==> src/rtl/core/led_blk_pkg.sv <==
`default_nettype none
package led_blk_pkg;

  // Configuration register indexes.
  localparam int unsigned CFG_IDX_W = 8;
  localparam logic [CFG_IDX_W-1:0] REG_MODE_SELECT = 8'd0;
  localparam logic [CFG_IDX_W-1:0] REG_ALGO_INDEX  = 8'd1;
  localparam logic [CFG_IDX_W-1:0] REG_PERIOD      = 8'd2;
  localparam logic [CFG_IDX_W-1:0] REG_FLASH_WORD  = 8'd3;

  // Mode select values.
  localparam logic MODE_PWM    = 1'b0;
  localparam logic MODE_SWITCH = 1'b1;

  // Switch mode algorithms.
  localparam logic [2:0] SW_OFF   = 3'd0;
  localparam logic [2:0] SW_FLASH = 3'd1;
  localparam logic [2:0] SW_PULSE = 3'd2;
  localparam logic [2:0] SW_ON    = 3'd3;

  // PWM mode algorithms.
  localparam logic [2:0] PWM_OFF   = 3'd0;
  localparam logic [2:0] PWM_LEVEL = 3'd1;

  localparam logic [7:0] LEVEL_OFF  = 8'h00;
  localparam logic [7:0] LEVEL_FULL = 8'hff;

  // Configuration register set.
  typedef struct packed {
    logic       mode_select;
    logic [2:0] algo_index;
    logic [7:0] period;
    logic [7:0] flash_word;
  } cfg_t;

  // Channel state carried from one step to the next.
  typedef struct packed {
    logic [7:0] tick_count;
    logic [1:0] flashes_left;
    logic       output_on;
    logic       off_between_flashes;
    logic       start_mark;
    logic       reached_mark;
    logic [7:0] last_level;
  } state_t;

endpackage
`default_nettype wire

==> src/rtl/core/led_blk_cfg.sv <==
`default_nettype none
module led_blk_cfg (
  input  wire logic                               clk,
  input  wire logic                               rst_n,
  input  wire logic                               cfg_valid,
  output logic                                    cfg_ready,
  input  wire logic [led_blk_pkg::CFG_IDX_W-1:0]  cfg_index,
  input  wire logic [7:0]                         cfg_data,
  output led_blk_pkg::cfg_t                       cfg
);

  led_blk_pkg::cfg_t cfg_r;
  led_blk_pkg::cfg_t cfg_nxt;

  assign cfg_ready = 1'b1;
  assign cfg = cfg_r;

  // Decode a write transfer; unknown indexes are dropped.
  always_comb begin
    cfg_nxt = cfg_r;
    if (cfg_valid) begin
      case (cfg_index)
        led_blk_pkg::REG_MODE_SELECT: cfg_nxt.mode_select = cfg_data[0];
        led_blk_pkg::REG_ALGO_INDEX:  cfg_nxt.algo_index  = cfg_data[2:0];
        led_blk_pkg::REG_PERIOD:      cfg_nxt.period      = cfg_data;
        led_blk_pkg::REG_FLASH_WORD:  cfg_nxt.flash_word  = cfg_data;
        default:                      cfg_nxt = cfg_r;
      endcase
    end
  end

  always_ff @(posedge clk) begin
    if (!rst_n) begin
      cfg_r.mode_select <= led_blk_pkg::MODE_SWITCH;
      cfg_r.algo_index  <= led_blk_pkg::SW_OFF;
      cfg_r.period      <= 8'd1;
      cfg_r.flash_word  <= 8'd0;
    end else begin
      cfg_r <= cfg_nxt;
    end
  end

endmodule
`default_nettype wire

==> src/rtl/core/led_blk_step.sv <==
`default_nettype none
module led_blk_step (
  input  wire led_blk_pkg::cfg_t   cfg,
  input  wire led_blk_pkg::state_t state,
  input  wire logic                tick,
  input  wire logic                restart,
  output led_blk_pkg::state_t      state_nxt
);

  logic [7:0] count_dec;
  logic [7:0] phase_len;

  assign count_dec = state.tick_count - 8'd1;
  assign phase_len = {2'b00, cfg.flash_word[7:2]} + 8'd1;

  always_comb begin
    state_nxt = state;
    state_nxt.start_mark   = state.start_mark | restart;
    state_nxt.reached_mark = 1'b0;

    // Tick counter with reload from the period register.
    if (tick) begin
      if (count_dec == 8'd0) begin
        state_nxt.tick_count   = cfg.period;
        state_nxt.reached_mark = 1'b1;
      end else begin
        state_nxt.tick_count = count_dec;
      end
    end

    // Algorithm evaluation.
    if (cfg.mode_select == led_blk_pkg::MODE_SWITCH) begin
      case (cfg.algo_index)
        led_blk_pkg::SW_OFF: state_nxt.last_level = led_blk_pkg::LEVEL_OFF;
        led_blk_pkg::SW_FLASH: begin
          if (state_nxt.reached_mark) begin
            if (state.output_on) begin
              state_nxt.output_on = 1'b0;
              if (state.flashes_left != 2'd0) begin
                state_nxt.flashes_left        = state.flashes_left - 2'd1;
                state_nxt.off_between_flashes = 1'b1;
                state_nxt.tick_count          = phase_len;
              end else begin
                state_nxt.off_between_flashes = 1'b0;
              end
              state_nxt.last_level = led_blk_pkg::LEVEL_OFF;
            end else begin
              if (!state.off_between_flashes) begin
                state_nxt.flashes_left = cfg.flash_word[1:0];
              end
              state_nxt.tick_count = phase_len;
              state_nxt.output_on  = 1'b1;
              state_nxt.last_level = led_blk_pkg::LEVEL_FULL;
            end
          end
        end
        led_blk_pkg::SW_PULSE: begin
          if (state_nxt.start_mark) begin
            state_nxt.last_level = led_blk_pkg::LEVEL_FULL;
          end else if (state_nxt.reached_mark) begin
            state_nxt.last_level = led_blk_pkg::LEVEL_OFF;
          end
        end
        led_blk_pkg::SW_ON: state_nxt.last_level = led_blk_pkg::LEVEL_FULL;
        default: state_nxt.last_level = state.last_level;
      endcase
    end else begin
      case (cfg.algo_index)
        led_blk_pkg::PWM_OFF:   state_nxt.last_level = led_blk_pkg::LEVEL_OFF;
        led_blk_pkg::PWM_LEVEL: state_nxt.last_level = cfg.flash_word;
        default:                state_nxt.last_level = state.last_level;
      endcase
    end

    // The start mark lasts for one step only.
    state_nxt.start_mark = 1'b0;
  end

endmodule
`default_nettype wire

==> src/rtl/core/led_blk_out.sv <==
`default_nettype none
module led_blk_out (
  input  wire logic       clk,
  input  wire logic       rst_n,
  input  wire logic       load,
  input  wire logic [7:0] level,
  output logic            free,
  output logic            out_tvalid,
  input  wire logic       out_tready,
  output logic [7:0]      out_tdata
);

  logic       valid_r;
  logic [7:0] data_r;

  // The register can take a new result when empty or when draining now.
  assign free       = !valid_r || out_tready;
  assign out_tvalid = valid_r;
  assign out_tdata  = data_r;

  always_ff @(posedge clk) begin
    if (!rst_n) begin
      valid_r <= 1'b0;
    end else if (free) begin
      valid_r <= load;
    end
  end

  always_ff @(posedge clk) begin
    if (free && load) begin
      data_r <= level;
    end
  end

endmodule
`default_nettype wire

==> src/rtl/core/led_blink_channel.sv <==
`default_nettype none
// One lighting channel. Each transfer on the input channel is one evaluation
// step: in_tdata bit 0 marks a time tick, bit 1 requests a restart. Every
// step yields exactly one result transfer carrying the channel brightness.
//
// Registers are written through the cfg channel (index 0 mode select,
// 1 algorithm, 2 period, 3 flash word); the user must write them only
// while the channel is idle, as the block makes no such check. cfg_ready
// is always high and unknown indexes are ignored.
//
// An input transfer passes through the input register, then the state
// update and the result register, before out_tvalid rises. One item is
// accepted per cycle when the receiver keeps out_tready high.
//
// Synchronous reset restores the register defaults and the channel state
// and empties both stages. When the receiver stalls, the result register
// holds its value and the input register fills, after which in_tready
// drops until the result is taken.
module led_blink_channel (
  input  wire logic                              clk,
  input  wire logic                              rst_n,
  // in_tdata: [0] tick, [1] restart, [7:2] zero.
  input  wire logic                              in_tvalid,
  output logic                                   in_tready,
  input  wire logic [7:0]                        in_tdata,
  // out_tdata: [7:0] level.
  output logic                                   out_tvalid,
  input  wire logic                              out_tready,
  output logic [7:0]                             out_tdata,
  input  wire logic                              cfg_valid,
  output logic                                   cfg_ready,
  input  wire logic [led_blk_pkg::CFG_IDX_W-1:0] cfg_index,
  input  wire logic [7:0]                        cfg_data
);

  led_blk_pkg::cfg_t   cfg;
  led_blk_pkg::state_t state_r;
  led_blk_pkg::state_t state_nxt;

  logic in_valid_r;
  logic tick_r;
  logic restart_r;
  logic out_free;
  logic step_en;

  // Configuration registers.
  led_blk_cfg u_cfg (
    .clk       (clk),
    .rst_n     (rst_n),
    .cfg_valid (cfg_valid),
    .cfg_ready (cfg_ready),
    .cfg_index (cfg_index),
    .cfg_data  (cfg_data),
    .cfg       (cfg)
  );

  // A step runs when an item waits and the result register has room.
  assign step_en   = in_valid_r && out_free;
  assign in_tready = !in_valid_r || out_free;

  // Input register.
  always_ff @(posedge clk) begin
    if (!rst_n) begin
      in_valid_r <= 1'b0;
    end else if (in_tready) begin
      in_valid_r <= in_tvalid;
    end
  end

  always_ff @(posedge clk) begin
    if (in_tready && in_tvalid) begin
      tick_r    <= in_tdata[0];
      restart_r <= in_tdata[1];
    end
  end

  // Step logic.
  led_blk_step u_step (
    .cfg       (cfg),
    .state     (state_r),
    .tick      (tick_r),
    .restart   (restart_r),
    .state_nxt (state_nxt)
  );

  // Channel state.
  always_ff @(posedge clk) begin
    if (!rst_n) begin
      state_r.tick_count          <= 8'd1;
      state_r.flashes_left        <= 2'd0;
      state_r.output_on           <= 1'b0;
      state_r.off_between_flashes <= 1'b0;
      state_r.start_mark          <= 1'b1;
      state_r.reached_mark        <= 1'b0;
      state_r.last_level          <= led_blk_pkg::LEVEL_OFF;
    end else if (step_en) begin
      state_r <= state_nxt;
    end
  end

  // Result register.
  led_blk_out u_out (
    .clk        (clk),
    .rst_n      (rst_n),
    .load       (in_valid_r),
    .level      (state_nxt.last_level),
    .free       (out_free),
    .out_tvalid (out_tvalid),
    .out_tready (out_tready),
    .out_tdata  (out_tdata)
  );

  // A step always leaves a result waiting.
  a_step_gives_result: assert property (@(posedge clk) disable iff (!rst_n)
    step_en |=> out_tvalid)
    else $error("step finished without a pending result");

  // State moves only on a step.
  a_state_holds: assert property (@(posedge clk) disable iff (!rst_n)
    !step_en |=> $stable(state_r))
    else $error("channel state changed without a step");

  // The start mark never survives a step.
  a_start_cleared: assert property (@(posedge clk) disable iff (!rst_n)
    step_en |=> !state_r.start_mark)
    else $error("start mark still set after a step");

  // A waiting item is not lost while the result side stalls.
  a_item_kept: assert property (@(posedge clk) disable iff (!rst_n)
    in_valid_r && !out_free |=> in_valid_r && $stable(tick_r) && $stable(restart_r))
    else $error("stalled input item was dropped");

endmodule
`default_nettype wire

==> config.mk <==
export PLATFORM = sky130hd
export DESIGN_NAME = led_blink_channel
export DESIGN_NICKNAME = d
export VERILOG_FILES = /design/src/rtl/core/led_blk_pkg.sv /design/src/rtl/core/led_blk_cfg.sv /design/src/rtl/core/led_blk_step.sv /design/src/rtl/core/led_blk_out.sv /design/src/rtl/core/led_blink_channel.sv
export SDC_FILE = /design/constraint.sdc
export NUM_CORES = 1
export LEC_CHECK = 0
export BUFFER_PORTS_ARGS = -buffer_cell sky130_fd_sc_hd__buf_2
export CAP_MARGIN = 40
export CORE_ASPECT_RATIO = 1.5
export CORE_MARGIN = 3
export CORE_UTILIZATION = 43
export DETAILED_ROUTE_END_ITERATION = 10
export GPL_TIMING_DRIVEN = 0
export HOLD_SLACK_MARGIN = 0.08
export MAX_ROUTING_LAYER = met4
export PLACE_DENSITY = 0.74
export REMOVE_ABC_BUFFERS = 1
export SLEW_MARGIN = 20
export SYNTH_ARGS = -nofsm -noshare
export SYNTH_HDL_FRONTEND = slang
export SYNTH_SLANG_ARGS = --single-unit
==> constraint.sdc <==
create_clock -name clk -period 3.4 [get_ports clk]
set_input_delay 0.34 -clock clk [delete_from_list [all_inputs] [get_ports clk]]
set_output_delay 0.34 -clock clk [all_outputs]
set_load 0.01 [all_outputs]
==> flow_metrics.env <==
export IMPL_status="completed"
export IMPL_mostFrequentLayoutCells="dfxtp_1 (43), nand2_1 (35), buf_2 (33)"
export IMPL_hp_class="in -> reg"
export IMPL_holdPathStages=1
export IMPL_cts_setup_buffers=0
export IMPL_drt_first_iter_violations=159
export IMPL_power_density_nw_per_um2=362.8
export IMPL_first_pass_iters=4
export IMPL_place_congestion=0.8887
export IMPL_layout_commonest_cell="dfxtp_1"
export IMPL_drv_cap=0
export IMPL_ys_types=59
export IMPL_slew_headroom_pct=56.40
export IMPL_initial_core_util_pct=45.38
export IMPL_worstSetupPathType="reg -> reg"
export IMPL_synth_flop_cell="dfxtp_1"
export IMPL_die_w_um=72.61
export IMPL_ys_seq_area_share_pct=40.58
export IMPL_cts_hold_buf=0
export IMPL_yosys_area_share_simple_pct=23.35
export IMPL_power_leakage_nw=1.381
export IMPL_crit_path_start_kind="flip-flop"
export IMPL_end_kind="flip-flop"
export IMPL_h_tree_depth=2
export IMPL_viasPerCell=5.878
export IMPL_synthesis_instances=326
export IMPL_port_buffers=32
export IMPL_syn_cell_area_um2=2861
export IMPL_wl_per_cell_um=15.86
export IMPL_synth_area_mux_share_pct=6.996
export IMPL_synth_compound_area_share_pct=21.78
export IMPL_num_vias=2504
export IMPL_synth_top_family_by_area="simple AND/OR/NAND/NOR gates"
export IMPL_post_dp_hpwl_um=4974
export IMPL_grt_overflow_total=0
export IMPL_clk_pin_slew_ps=100
export IMPL_clockBufferDepth=2
export IMPL_area_growth_pct=10.28
export IMPL_rr_worst_depth=8
export IMPL_fin_cells=426
export IMPL_cp_slowest_cell="dfxtp_1"
export IMPL_peakVddDrop_uv=294.9
export IMPL_fin_crit_ps=2990
export IMPL_die_h_um=105.9
export IMPL_setup_viol=0
export IMPL_grt_use_total_pct=18.78
export IMPL_avgSynthCellArea_um2=8.778
export IMPL_antenna_found_initial=0
export IMPL_yosysWarningCount=0
export IMPL_synthArstFlopShare_pct=0
export IMPL_fp_coreArea_um2=6306
export IMPL_fin_worst_skew_ps=5.062
export IMPL_clkLatencyLatePin_ps=310
export IMPL_cp_max_fo=18
export IMPL_clock_sinks=53
export IMPL_rows=35
export IMPL_grt_pass1_wl_um=11380
export IMPL_synthXorXnorAreaFrac_pct=1.836
export IMPL_nets=383
export IMPL_grt_pass1_vias=2439
export IMPL_max_stage_delay_ps=520
export IMPL_tns_ps=0
export IMPL_fp_dieArea_um2=7690
export IMPL_arrival_ps=3200
export IMPL_io_pins=40
export IMPL_period_share_pct=87.94
export IMPL_place_inst=418
export IMPL_grt_max_degree=24
export IMPL_cts_buffers=5
export IMPL_synthAdderAreaFrac_pct=1.312
export IMPL_crit_chain="inv_1 > ha_1 > o21bai_1 > a211o_1 > a31oi_4 > a41oi_1 > or3_1 > o211a_1"
export IMPL_synth_ff_latch_count=53
export IMPL_hold_viol_final=0
export IMPL_tritoncts="built"
export IMPL_worstMarginPinSlew_ps=649.0
export IMPL_rsz0062_at_grt="false"
export IMPL_ctsResizeCount=0
export IMPL_synth_edf_count=10
export IMPL_n_antenna_cell=0
export IMPL_cts_root_buf="clkbuf_8"
export IMPL_required_ps=3610
export IMPL_ant_nets=0
export IMPL_timing_fmax_ghz=0.3344
export IMPL_maxSlewViolCount=0
export IMPL_drive_above_1_share_pct=14.49
export IMPL_drc=0
export IMPL_wirelength_um=6756
[final timing paths]
kind	startpoint	end	slack, ps
max	state_r[14]	state_r[6]	410
min	in_tdata[0]	tick_r	200
max reg2reg	state_r[14]	state_r[6]	410
min reg2reg	state_r[9]	state_r[9]	450
[registers in the layout, indices dropped and copies added (netlist names)]
name and flops:
u_cfg.cfg 20, restart_r 1, u_out.out_tvalid 1, in_valid_r 1, u_out.out_tdata 8, state_r 21
tick_r 1
[critical path: cells and delay by family, from the launching register on]
kind            cells  cell delay (ps)
compound gates      5             1530
flops               1              520
simple gates        1              460
fa+ha+maj           1              280
buf+inv             1              110
[logic make-up after synthesis]
logic type	after synthesis
adder cells (fa/ha/maj)	3
multiplexers	20
other	1
buffers and inverters	26
AO/OA/AOI/OAI	89
flip-flops	53
AND/OR/NAND/NOR	128
XOR/XNOR	6
[through the flow]
| step | hold WS [ps] | area [um2] | setup slack [ps] | total power, mW | util [%] |
|---|---|---|---|---|---|
| CTS | 194.6 | 3156 | 441.6 | 1.147 | 50.04 |
| detailed placement | 437.8 | 3069 | 446.0 | 0.7938 | 48.67 |
| global placement | 431.8 | 3037 | 462.3 | 0.7873 | 48.15 |
| finish | 200.6 | 3156 | 410.0 | 1.145 | 50.04 |
| global route | 194.1 | 3156 | 211.6 | 1.183 | 50.04 |
| floorplan | 401.9 | 2784 | 856.7 | 0.7456 | - |
[where the power goes]
| part | total [mW] | internal (mW) | switching (mW) |
|---|---|---|---|
| Combinational | 0.124 | 0.0441 | 0.0802 |
| Clock | 0.364 | 0.148 | 0.216 |
| Sequential | 0.657 | 0.648 | 0.00871 |
| Total | 1.14 | 0.839 | 0.305 |
[cell type report]
cell class              instances  area, um2
inverters                      10      37.54
clock buffers                   6      72.57
clock inverters                 2      13.76
fillers                       617       3151
flip-flops and latches         53       1161
repair buffers                 34      192.7
multi-input cells             247       1585
well taps                      74      92.59
[synthesized netlist by cell type (all sizes together), types with 4 or more instances]
library cell	n	area, um2
xnor2	4	35.03
buf	7	43.79
a31oi	6	52.55
a21oi	23	126.4
nand3	14	87.59
dfxtp	43	860.8
o21ai	19	95.09
nor2	31	116.4
nor3	9	56.31
nand2	35	131.4
edfxtp	10	300.3
o211ai	4	30.03
nand2b	5	31.28
nand3b	4	30.03
inv	9	33.78
nor2b	5	31.28
clkbuf	9	33.78
o211a	7	70.07
mux2i	20	200.2
and2	5	31.28
o21a	5	37.54
[per-layer routing]
| metal | track usage [%] | wire (um) | vias up |
|---|---|---|---|
| li1 | - | - | 1240 |
| met2 | 31.27 | 3386 | 74 |
| met1 | 22.27 | 2905 | 1175 |
| met4 | 7.916 | 177 | 0 |
| met5 | - | 0 | - |
| met3 | 2.744 | 287 | 15 |
(Power assumes the default switching activity.)
